`config.mk`:
```
export PLATFORM = sky130hd
export DESIGN_NAME = lfu_cache_table
export DESIGN_NICKNAME = d
export VERILOG_FILES = /design/src/hdl/lfu_pkg.sv /design/src/hdl/lfu_cache_table.sv /design/src/hdl/lfu_ram.sv /design/src/hdl/lfu_ctrl.sv /design/src/hdl/lfu_dp.sv
export SDC_FILE = /design/constraint.sdc
export NUM_CORES = 2
export LEC_CHECK = 0
export ABC_AREA = 1
export BUFFER_PORTS_ARGS = -buffer_cell sky130_fd_sc_hd__buf_2
export CAP_MARGIN = 40
export CORE_MARGIN = 1
export CORE_UTILIZATION = 45
export DETAILED_ROUTE_END_ITERATION = 6
export MAX_ROUTING_LAYER = met4
export PLACE_DENSITY = 0.63
export REMOVE_ABC_BUFFERS = 1
export SLEW_MARGIN = 10
export SYNTH_ARGS = -nofsm -noshare
export SYNTH_HDL_FRONTEND = slang
export SYNTH_SLANG_ARGS = --single-unit
```
`constraint.sdc`:
```
create_clock -name clk -period 10.7 [get_ports clk]
set_input_delay 0.535 -clock clk [delete_from_list [all_inputs] [get_ports clk]]
set_output_delay 0.535 -clock clk [all_outputs]
set_load 0.05 [all_outputs]
```
`src/hdl/lfu_pkg.sv`:
```
package lfu_pkg;

  // Defaults for the top-level parameters.
  localparam int DEF_CAPACITY    = 16;
  localparam int DEF_KEY_WIDTH   = 32;
  localparam int DEF_VALUE_WIDTH = 32;
  localparam int DEF_COUNT_WIDTH = 16;

  // Capacity register.
  localparam int              CFG_W     = 5;
  localparam logic [CFG_W-1:0] CAP_RESET = 5'd16;

  // Request kinds carried in the input tuser.
  localparam logic REQ_GET = 1'b0;
  localparam logic REQ_PUT = 1'b1;

  // Commands from the controller to the datapath.
  typedef struct packed {
    logic start;   // latch the request and clear the scan results
    logic scan;    // read one entry and step the entry counter
    logic decide;  // latch the outcome of the scan
    logic upd;     // read one age rank for the rank update pass
    logic commit;  // write the target entry, valid bits and occupancy
    logic emit;    // load the result register
  } cmd_t;

  // Status from the datapath to the controller.
  typedef struct packed {
    logic last;         // entry counter is at the last entry
    logic need_update;  // the request changes the table
    logic out_free;     // result register can take a new word
  } sts_t;

endpackage

```
`src/hdl/lfu_cache_table.sv`:
```
// Channel   Direction  Signals                    Contents
// config    in         cfg_we, cfg_wdata[4:0]     capacity_in_use
// request   in         s_tvalid/tready/tdata/tuser  key, value, get or put
// result    out        m_tvalid/tready/tdata/tuser  value, evicted key, flags
//
// A request that leaves the table unchanged (get miss, put with zero capacity) makes one
// pass over the entry RAM, which finds the key, the victim and a free entry; any other
// request then makes a second pass, over the rank RAM, that rewrites the ranks.
// Reset (rst, synchronous) empties the table at once through the valid bits and sets
// the capacity register to 16. The result register holds a word for m_tready while the
// next request is accepted; s_tready is high only between requests.
module lfu_cache_table import lfu_pkg::*; #(
  parameter int CAPACITY    = DEF_CAPACITY,
  parameter int KEY_WIDTH   = DEF_KEY_WIDTH,
  parameter int VALUE_WIDTH = DEF_VALUE_WIDTH,
  parameter int COUNT_WIDTH = DEF_COUNT_WIDTH
) (
  input  logic clk,
  input  logic rst,

  // Capacity register write.
  input  logic             cfg_we,
  input  logic [CFG_W-1:0] cfg_wdata,

  // Request stream.
  input  logic s_tvalid,
  output logic s_tready,
  // tdata, low bits up: lookup_key, write_value, zero fill
  input  logic [((KEY_WIDTH + VALUE_WIDTH + 7) / 8) * 8 - 1:0] s_tdata,
  // tuser: req_type (0 get, 1 put)
  input  logic [0:0] s_tuser,

  // Result stream.
  output logic m_tvalid,
  input  logic m_tready,
  // tdata, low bits up: read_value, evicted_key, zero fill
  output logic [((KEY_WIDTH + VALUE_WIDTH + 7) / 8) * 8 - 1:0] m_tdata,
  // tuser, low bit up: hit, evicted
  output logic [1:0] m_tuser
);

  localparam int DATA_W = ((KEY_WIDTH + VALUE_WIDTH + 7) / 8) * 8;

  cmd_t cmd;
  sts_t sts;

  logic                   out_hit;
  logic [VALUE_WIDTH-1:0] out_read;
  logic                   out_evicted;
  logic [KEY_WIDTH-1:0]   out_evicted_key;

  // The controller sequences the scan, decision, rank pass and commit;
  // it only ever sees the datapath through the command and status words.
  lfu_ctrl u_ctrl (
    .clk      (clk),
    .rst      (rst),
    .s_tvalid (s_tvalid),
    .s_tready (s_tready),
    .sts      (sts),
    .cmd      (cmd)
  );

  // The datapath holds the capacity register, valid bits, occupancy, both
  // RAMs, the scan trackers and the result register.
  lfu_dp #(
    .CAPACITY    (CAPACITY),
    .KEY_WIDTH   (KEY_WIDTH),
    .VALUE_WIDTH (VALUE_WIDTH),
    .COUNT_WIDTH (COUNT_WIDTH)
  ) u_dp (
    .clk         (clk),
    .rst         (rst),
    .cfg_we      (cfg_we),
    .cfg_wdata   (cfg_wdata),
    .req_type    (s_tuser[0]),
    .lookup_key  (s_tdata[KEY_WIDTH-1:0]),
    .write_value (s_tdata[KEY_WIDTH +: VALUE_WIDTH]),
    .cmd         (cmd),
    .sts         (sts),
    .out_ready   (m_tready),
    .out_valid   (m_tvalid),
    .hit         (out_hit),
    .read_value  (out_read),
    .evicted     (out_evicted),
    .evicted_key (out_evicted_key)
  );

  // Pack the result word; the size cast fills the top with zeros.
  assign m_tdata = DATA_W'({out_evicted_key, out_read});
  assign m_tuser = {out_evicted, out_hit};

endmodule

```
`src/hdl/lfu_ram.sv`:
```
module lfu_ram #(
  parameter int WIDTH = 8,
  parameter int DEPTH = 16
) (
  input  logic                                     clk,
  input  logic                                     we,
  input  logic [((DEPTH > 1) ? $clog2(DEPTH) : 1)-1:0] waddr,
  input  logic [WIDTH-1:0]                         wdata,
  input  logic                                     re,
  input  logic [((DEPTH > 1) ? $clog2(DEPTH) : 1)-1:0] raddr,
  output logic [WIDTH-1:0]                         rdata
);

  logic [WIDTH-1:0] mem [DEPTH];

  always_ff @(posedge clk) begin
    if (we) begin
      mem[waddr] <= wdata;
    end
    if (re) begin
      rdata <= mem[raddr];
    end
  end

endmodule

```
`src/hdl/lfu_ctrl.sv`:
```
module lfu_ctrl import lfu_pkg::*; (
  input  logic clk,
  input  logic rst,
  input  logic s_tvalid,
  output logic s_tready,
  input  sts_t sts,
  output cmd_t cmd
);

  typedef enum logic [2:0] {
    IDLE,
    SCAN,
    SCAN_END,
    DECIDE,
    UPDATE,
    UPD_END,
    COMMIT,
    RESULT
  } state_t;

  state_t state;

  always_ff @(posedge clk) begin
    if (rst) begin
      state <= IDLE;
    end else begin
      case (state)
        IDLE: begin
          if (s_tvalid) begin
            state <= SCAN;
          end
        end
        SCAN: begin
          if (sts.last) begin
            state <= SCAN_END;
          end
        end
        SCAN_END: state <= DECIDE;
        DECIDE: begin
          state <= sts.need_update ? UPDATE : RESULT;
        end
        UPDATE: begin
          if (sts.last) begin
            state <= UPD_END;
          end
        end
        UPD_END: state <= COMMIT;
        COMMIT:  state <= RESULT;
        RESULT: begin
          if (sts.out_free) begin
            state <= IDLE;
          end
        end
        default: state <= IDLE;
      endcase
    end
  end

  assign s_tready = (state == IDLE);

  always_comb begin
    cmd        = '0;
    cmd.start  = (state == IDLE) && s_tvalid;
    cmd.scan   = (state == SCAN);
    cmd.decide = (state == DECIDE);
    cmd.upd    = (state == UPDATE);
    cmd.commit = (state == COMMIT);
    cmd.emit   = (state == RESULT) && sts.out_free;
  end

endmodule

```
`src/hdl/lfu_dp.sv`:
```
module lfu_dp import lfu_pkg::*; #(
  parameter int CAPACITY    = DEF_CAPACITY,
  parameter int KEY_WIDTH   = DEF_KEY_WIDTH,
  parameter int VALUE_WIDTH = DEF_VALUE_WIDTH,
  parameter int COUNT_WIDTH = DEF_COUNT_WIDTH
) (
  input  logic                   clk,
  input  logic                   rst,
  input  logic                   cfg_we,
  input  logic [CFG_W-1:0]       cfg_wdata,
  input  logic                   req_type,
  input  logic [KEY_WIDTH-1:0]   lookup_key,
  input  logic [VALUE_WIDTH-1:0] write_value,
  input  cmd_t                   cmd,
  output sts_t                   sts,
  input  logic                   out_ready,
  output logic                   out_valid,
  output logic                   hit,
  output logic [VALUE_WIDTH-1:0] read_value,
  output logic                   evicted,
  output logic [KEY_WIDTH-1:0]   evicted_key
);

  localparam int IDX_W = (CAPACITY > 1) ? $clog2(CAPACITY) : 1;
  localparam int OCC_W = $clog2(CAPACITY + 1);
  localparam int CAP_W = (OCC_W > CFG_W) ? OCC_W : CFG_W;
  localparam int ROW_W = KEY_WIDTH + VALUE_WIDTH + COUNT_WIDTH;
  localparam logic [IDX_W-1:0] LAST_IDX  = IDX_W'(CAPACITY - 1);
  localparam logic [CAP_W-1:0] CAP_LIMIT = CAP_W'(CAPACITY);

  // Configuration and table control state.
  logic [CFG_W-1:0]    cap_cfg;
  logic [CAPACITY-1:0] valid;
  logic [CAPACITY-1:0] valid_next;
  logic [OCC_W-1:0]    occ;

  // Latched request.
  logic                   req_put;
  logic [KEY_WIDTH-1:0]   req_key;
  logic [VALUE_WIDTH-1:0] req_value;

  // Entry counter and the delayed index of the word coming out of the RAMs.
  logic             cnt_last;
  logic [IDX_W-1:0] cnt;
  logic             eval_en;
  logic [IDX_W-1:0] eval_idx;
  logic             wr_en;
  logic [IDX_W-1:0] wr_idx;

  // RAM ports.
  logic [ROW_W-1:0]       row_rd;
  logic [ROW_W-1:0]       row_wr;
  logic [KEY_WIDTH-1:0]   rd_key;
  logic [VALUE_WIDTH-1:0] rd_value;
  logic [COUNT_WIDTH-1:0] rd_count;
  logic [IDX_W-1:0]       rank_rd;
  logic [IDX_W-1:0]       rank_new;
  logic                   rank_we;

  // Scan results.
  logic                   match_found;
  logic [IDX_W-1:0]       match_idx;
  logic [VALUE_WIDTH-1:0] match_value;
  logic [COUNT_WIDTH-1:0] match_count;
  logic [IDX_W-1:0]       match_rank;
  logic                   victim_found;
  logic [IDX_W-1:0]       victim_idx;
  logic [KEY_WIDTH-1:0]   victim_key;
  logic [COUNT_WIDTH-1:0] victim_count;
  logic [IDX_W-1:0]       victim_rank;
  logic                   free_found;
  logic [IDX_W-1:0]       free_idx;

  // Decision, combinational and latched.
  logic [CAP_W-1:0] cap_ext;
  logic [CAP_W-1:0] cap_eff;
  logic [CAP_W-1:0] occ_ext;
  logic             touch_c;
  logic             insert_c;
  logic             evict_c;
  logic [IDX_W-1:0] target_c;
  logic             touch_l;
  logic             insert_l;
  logic             evict_l;
  logic [IDX_W-1:0] target_l;
  logic [IDX_W-1:0] thr_l;
  logic             use_thr_l;

  logic                   ev_valid;
  logic                   better;
  logic                   out_free;
  logic [COUNT_WIDTH-1:0] count_wr;
  logic [VALUE_WIDTH-1:0] value_wr;

  always_ff @(posedge clk) begin
    if (rst) begin
      cap_cfg <= CAP_RESET;
    end else if (cfg_we) begin
      cap_cfg <= cfg_wdata;
    end
  end

  always_ff @(posedge clk) begin
    if (cmd.start) begin
      req_put   <= req_type;
      req_key   <= lookup_key;
      req_value <= write_value;
    end
  end

  // The counter wraps to zero after the last entry, so the rank pass
  // starts at entry zero right after the scan.
  assign cnt_last = (cnt == LAST_IDX);

  always_ff @(posedge clk) begin
    if (rst) begin
      cnt     <= '0;
      eval_en <= 1'b0;
      wr_en   <= 1'b0;
    end else begin
      if (cmd.start) begin
        cnt <= '0;
      end else if (cmd.scan || cmd.upd) begin
        cnt <= cnt_last ? '0 : cnt + 1'b1;
      end
      eval_en <= cmd.scan;
      wr_en   <= cmd.upd;
    end
  end

  always_ff @(posedge clk) begin
    eval_idx <= cnt;
    wr_idx   <= cnt;
  end

  lfu_ram #(
    .WIDTH (ROW_W),
    .DEPTH (CAPACITY)
  ) u_row_ram (
    .clk   (clk),
    .we    (cmd.commit),
    .waddr (target_l),
    .wdata (row_wr),
    .re    (cmd.scan),
    .raddr (cnt),
    .rdata (row_rd)
  );

  lfu_ram #(
    .WIDTH (IDX_W),
    .DEPTH (CAPACITY)
  ) u_rank_ram (
    .clk   (clk),
    .we    (rank_we),
    .waddr (wr_idx),
    .wdata (rank_new),
    .re    (cmd.scan || cmd.upd),
    .raddr (cnt),
    .rdata (rank_rd)
  );

  assign rd_key   = row_rd[KEY_WIDTH-1:0];
  assign rd_value = row_rd[KEY_WIDTH +: VALUE_WIDTH];
  assign rd_count = row_rd[KEY_WIDTH + VALUE_WIDTH +: COUNT_WIDTH];

  // Victim order: smallest count first, then the oldest rank.
  assign ev_valid = eval_en && valid[eval_idx];
  assign better   = !victim_found || (rd_count < victim_count) ||
                    ((rd_count == victim_count) && (rank_rd > victim_rank));

  always_ff @(posedge clk) begin
    if (rst) begin
      match_found  <= 1'b0;
      victim_found <= 1'b0;
      free_found   <= 1'b0;
    end else if (cmd.start) begin
      match_found  <= 1'b0;
      victim_found <= 1'b0;
      free_found   <= 1'b0;
    end else if (eval_en) begin
      if (ev_valid && (rd_key == req_key)) begin
        match_found <= 1'b1;
        match_idx   <= eval_idx;
        match_value <= rd_value;
        match_count <= rd_count;
        match_rank  <= rank_rd;
      end
      if (ev_valid && better) begin
        victim_found <= 1'b1;
        victim_idx   <= eval_idx;
        victim_key   <= rd_key;
        victim_count <= rd_count;
        victim_rank  <= rank_rd;
      end
      if (!valid[eval_idx] && !free_found) begin
        free_found <= 1'b1;
        free_idx   <= eval_idx;
      end
    end
  end

  assign cap_ext = CAP_W'(cap_cfg);
  assign cap_eff = (cap_ext > CAP_LIMIT) ? CAP_LIMIT : cap_ext;
  assign occ_ext = CAP_W'(occ);

  assign touch_c  = match_found && (!req_put || (cap_eff != '0));
  assign insert_c = req_put && !match_found && (cap_eff != '0);
  assign evict_c  = insert_c && (occ_ext >= cap_eff) && victim_found;

  // A new key takes the lowest free entry once the victim is gone.
  always_comb begin
    if (match_found) begin
      target_c = match_idx;
    end else if (evict_c) begin
      target_c = (free_found && (free_idx < victim_idx)) ? free_idx : victim_idx;
    end else begin
      target_c = free_idx;
    end
  end

  always_ff @(posedge clk) begin
    if (rst) begin
      touch_l   <= 1'b0;
      insert_l  <= 1'b0;
      evict_l   <= 1'b0;
      use_thr_l <= 1'b0;
    end else if (cmd.decide) begin
      touch_l   <= touch_c;
      insert_l  <= insert_c;
      evict_l   <= evict_c;
      use_thr_l <= touch_c || evict_c;
    end
  end

  always_ff @(posedge clk) begin
    if (cmd.decide) begin
      target_l <= target_c;
      thr_l    <= match_found ? match_rank : victim_rank;
    end
  end

  // Ranks below the threshold age by one; an insert without eviction ages
  // every valid entry. The target entry becomes the most recent.
  always_comb begin
    if (wr_idx == target_l) begin
      rank_new = '0;
    end else if (!use_thr_l || (rank_rd < thr_l)) begin
      rank_new = rank_rd + 1'b1;
    end else begin
      rank_new = rank_rd;
    end
  end

  assign rank_we = wr_en && ((wr_idx == target_l) || valid[wr_idx]);

  assign count_wr = insert_l ? COUNT_WIDTH'(1) :
                    ((match_count == '1) ? match_count : match_count + 1'b1);
  assign value_wr = (touch_l && !req_put) ? match_value : req_value;
  assign row_wr   = {count_wr, value_wr, req_key};

  // The victim leaves first, so a new key that lands on the victim's own
  // entry leaves it valid.
  always_comb begin
    valid_next = valid;
    if (insert_l) begin
      if (evict_l) begin
        valid_next[victim_idx] = 1'b0;
      end
      valid_next[target_l] = 1'b1;
    end
  end

  always_ff @(posedge clk) begin
    if (rst) begin
      valid <= '0;
      occ   <= '0;
    end else if (cmd.commit && insert_l) begin
      valid <= valid_next;
      if (!evict_l) begin
        occ <= occ + 1'b1;
      end
    end
  end

  assign out_free = !out_valid || out_ready;

  always_ff @(posedge clk) begin
    if (rst) begin
      out_valid <= 1'b0;
    end else if (cmd.emit) begin
      out_valid <= 1'b1;
    end else if (out_ready) begin
      out_valid <= 1'b0;
    end
  end

  always_ff @(posedge clk) begin
    if (cmd.emit) begin
      hit         <= match_found;
      read_value  <= (!req_put && match_found) ? match_value : '1;
      evicted     <= evict_l;
      evicted_key <= evict_l ? victim_key : '0;
    end
  end

  assign sts.last        = cnt_last;
  assign sts.need_update = touch_c || insert_c;
  assign sts.out_free    = out_free;

`ifndef SYNTHESIS
  a_occ_matches_valid: assert property (@(posedge clk) disable iff (rst)
    $countones(valid) == occ)
    else $error("occupancy differs from the number of valid entries");

  a_insert_into_free: assert property (@(posedge clk) disable iff (rst)
    (cmd.commit && insert_l) |->
      (!valid[target_l] || (evict_l && (target_l == victim_idx))))
    else $error("insert overwrites a live entry");

  a_insert_sets_valid: assert property (@(posedge clk) disable iff (rst)
    (cmd.commit && insert_l) |=> valid[target_l])
    else $error("inserted entry not marked valid");

  a_emit_when_free: assert property (@(posedge clk) disable iff (rst)
    cmd.emit |-> out_free)
    else $error("result register overwritten while full");
`endif

endmodule

```
==> flow_metrics.py <==
metrics = {
    "route": {
        "vias": 41500,
        "wl_um": 166000,
        "viasPerCell": 5.56,
        "drtAntennaViolNets": 0,
        "drc": 0,
        "first_pass_iters": 5,
        "wl_per_cell_um": 22.3,
        "initialDrtViolationCount": 4054,
    },
    "sta": {
        "fmax_mhz": 270,
        "worst_slack_ns": 7.00,
        "fin_hold_ws_ns": 0.0595,
        "rsz0062_at_grt": "no",
        "setup_violations": 0,
        "hold_viol": 0,
        "finClkSkew_ns": 0.0594,
        "post-route-min-period_ns": 3.70,
        "tns_ns": 0,
        "period_share_pct": 34.6,
        "max_slew_margin_pct": 13.6,
        "drv_slew": 0,
        "worst_pin_slew_ns": 1.30,
    },
    "final_layout": {
        "layout.cells.non_filler": 7457,
        "diodes": 0,
        "final_util_pct": 52.3,
        "drive_above_1_share_pct": 10.4,
        "fill_cells": 12400,
        "design_area_um2": 77600,
        "nNetsFinal": 5430,
        "syn2layout_area_growth_pct": 14.8,
    },
    "worst_hold_path": {
        "worstHoldStart": "cfg_we",
        "hp-class": "in2reg",
        "whs_path_depth": 3,
        "whs_endpoint": "u_dp.cap_cfg[3]$_SDFFE_PP0P_",
    },
    "placement": {
        "placed_cell_area_um2": 71100,
        "place_hpwl_um": 83100,
        "portBuffers": 142,
        "dpl.cell_count": 7071,
        "pre_cts_ws_ns": 6.93,
        "gp_congestion": 0.837,
    },
    "global_routing": {
        "grtUsageTotal_pct": 22.2,
        "met3_usage_pct": 3.05,
        "overflow": 0,
        "antenna_found_initial": 2,
        "grt_busiest_layer": "met2",
        "use_met1_pct": 30.8,
        "grt_pass1_wl_um": 247000,
        "grt_util_met2_pct": 35.0,
        "first_global_vias": 39400,
        "grt_max_degree": 261,
    },
    "pwr": {
        "power.net_switching_mw": 4.56,
        "combinationalPowerShare_pct": 14.0,
        "p_sw_share_pct": 27.1,
        "ir_drop_uv": 202,
        "power.total_mw": 16.8,
        "clkPwrFrac_pct": 36.3,
        "p_int_mw": 12.3,
        "power_density_nw_per_um2": 217,
        "p_leak_nw": 26.0,
        "pwr-share-seq_pct": 49.6,
    },
    "critical_path": {
        "r2r-end": "u_dp.match_value[21]$_DFFE_PP_",
        "end_kind": "register",
        "startpoint_type": "register",
        "reg2regPathDepth": 9,
        "worstPathRequired_ns": 11.13,
        "r2r_slack_ns": 7.00,
        "reg2reg_from": "u_dp.req_key[13]$_DFFE_PP_",
        "arrival_ns": 4.14,
        "crit_type": "reg2reg",
        "path_max_fanout": 29,
    },
    "yosys": {
        "synth.yosys.seq_area_share_pct": 76.1,
        "ys_warn_count": 0,
        "ys_seq_elements": 1730,
        "avgSynthCellArea_um2": 13.3,
        "synth_edf_count": 1683,
        "yosys.cell_types.count": 36,
        "syn_inst": 5093,
        "synth_ff_type": "edfxtp_1",
        "synth_area_um2": 67600,
        "synthArstFlopShare_pct": 0,
    },
    "clock_network": {
        "clkTransAtPathRegs_ns": 0.06,
        "ctsRootBufferMaster": "clkbuf_16",
        "cts-htree-levels": 4,
        "cts_tree": "built",
        "cts-resized-gates": 0,
        "postCtsSetupBuffers": 0,
        "clock_latency_ns": 0.82,
        "cts_buffers": 175,
        "clockBufferDepth": 3,
        "cts_sinks": 1730,
    },
    "outcome": {
        "status": "finished, final reports clean",
    },
    "die": {
        "die_x_um": 390,
        "rows": 141,
        "dieArea_um2": 152000,
        "core_um2": 149000,
        "pin_count": 143,
        "die_h_um": 390,
        "start_util_pct": 45.5,
    },
    "run": {
        "drv_cap": 0,
    },
}
state kept, by name (all words and copies together) (netlist names), 5 cells and up:
register	cells
u_dp.occ	5
u_dp.read_value	32
u_dp.victim_key	32
u_dp.req_key	32
u_dp.match_count	16
u_dp.req_value	32
u_dp.u_rank_ram.mem	64
u_dp.victim_count	16
u_dp.valid	16
u_dp.u_row_ram.mem	1280
u_dp.evicted_key	32
u_dp.cap_cfg	5
u_dp.u_row_ram.rdata	80
u_dp.match_value	32
final cells by class:
type | instances | area [µm²] | share of cell area (%)
repair buffers | 349 | 3050 | 3.92
clock inverters | 107 | 1230 | 1.59
multi-input cells | 2890 | 14200 | 18.2
inverters | 174 | 681 | 0.877
clock buffers | 205 | 4530 | 5.84
well taps | 2002 | 2500 | 3.23
flip-flops and latches | 1730 | 51500 | 66.3
cells in the mapped netlist, drive strengths merged, types with 3 or more instances:
| cell type | number | share of area [%] |
|---|---|---|
| dfxtp | 47 | 1.4 |
| o32ai | 168 | 2.2 |
| xnor2 | 9 | 0.12 |
| ha | 35 | 0.65 |
| nand4 | 18 | 0.17 |
| nand2 | 456 | 2.5 |
| edfxtp | 1683 | 75 |
| o21bai | 3 | 0.033 |
| a31oi | 6 | 0.055 |
| a21oi | 52 | 0.38 |
| nor3 | 30 | 0.22 |
| nand3 | 176 | 1.3 |
| o21ai | 616 | 4.6 |
| nor2 | 1112 | 6.2 |
| clkbuf | 162 | 0.90 |
| xor2 | 32 | 0.41 |
| inv | 173 | 0.96 |
| buf | 137 | 1.3 |
| o211ai | 169 | 1.9 |
kinds of logic (layout without fill, tap and decap cells):
kind of cell	Yosys count	after routing	share of synthesized area, %
flip-flops	1730	1730	76.1
AO/OA/AOI/OAI	1018	1018	9.13
AND/OR/NAND/NOR	1796	1796	10.4
XOR/XNOR	41	41	0.531
adder cells (fa/ha/maj)	35	35	0.647
buffers and inverters	473	835	3.15
critical path, stage by stage (launching register included):
cell and delay [ns]:
edfxtp_1 0.61, xor2_1 0.27, nor2_1 0.29, nand2_1 0.09, nor2_1 0.33, nand2_1 0.17, nor2_1 0.22, nand2_1 0.12
clkinv_2 0.52, buf_4 0.62
power by group through the flow:
stage,Combinational (mW),Sequential [mW],Clock [mW]
2_1_floorplan,1.58,8.55,0
3_3_place_gp,2.22,8.50,0
3_5_place_dp,2.33,8.48,0
4_1_cts,2.37,8.34,6.20
5_1_grt,2.62,8.37,6.46
6_report,2.36,8.34,6.11
cells in the final DEF (no fill, tap or decap), types with 4 or more instances in the layout:
cell	count
nand3_1	176
inv_6	4
clkinv_16	6
o211ai_1	169
xnor2_1	9
inv_16	5
xor2_1	32
buf_12	14
ha_1	35
nand2_1	454
a21oi_1	52
a31oi_1	6
dlygate4sd3_1	73
nor2_4	4
inv_4	4
edfxtp_1	1683
dfxtp_1	43
clkbuf_1	27
nor3_1	14
clkinvlp_4	5
clkinv_4	5
inv_1	165
o21ai_1	10
nor3_2	16
o32ai_1	168
clkinv_1	33
nand4_1	18
clkbuf_16	176
buf_16	21
o21ai_0	606
buf_4	98
bufinv_16	18
clkinv_2	30
buf_2	142
nor2_1	1107
per-layer routing:
layer	up-vias	routed length, µm
met5	-	0
met4	0	2920
met3	227	11500
met2	1550	79500
met1	20700	72100
li1	19000	-
worst max-delay path by stage:
| stage | startpoint | endpoint | slack [ns] | cells after the start |
|---|---|---|---|---|
| floorplan | u_dp.cnt[0]$_SDFFE_PP0P_ | u_dp.u_row_ram.rdata[11]$_DFFE_PP_ | -11.54 | 5 |
| global placement | u_ctrl.state[0]$_SDFFE_PP0P_ | u_dp.u_row_ram.mem[5][10]$_DFFE_PP_ | 6.62 | 5 |
| detailed placement | rst | u_dp.match_value[23]$_DFFE_PP_ | 6.93 | 9 |
| CTS | u_dp.req_key[13]$_DFFE_PP_ | u_dp.match_value[20]$_DFFE_PP_ | 6.94 | 9 |
| global route | u_dp.req_key[13]$_DFFE_PP_ | u_dp.match_value[5]$_DFFE_PP_ | 6.84 | 9 |
| finish | u_dp.req_key[13]$_DFFE_PP_ | u_dp.match_value[21]$_DFFE_PP_ | 7.00 | 9 |
repair_timing:
action	in CTS	in global routing
hold endpoints to repair	70	0
endpoints found under the setup margin	0	0
hold buffers	73	0
No activity file was read; power rests on OpenSTA's default activity.
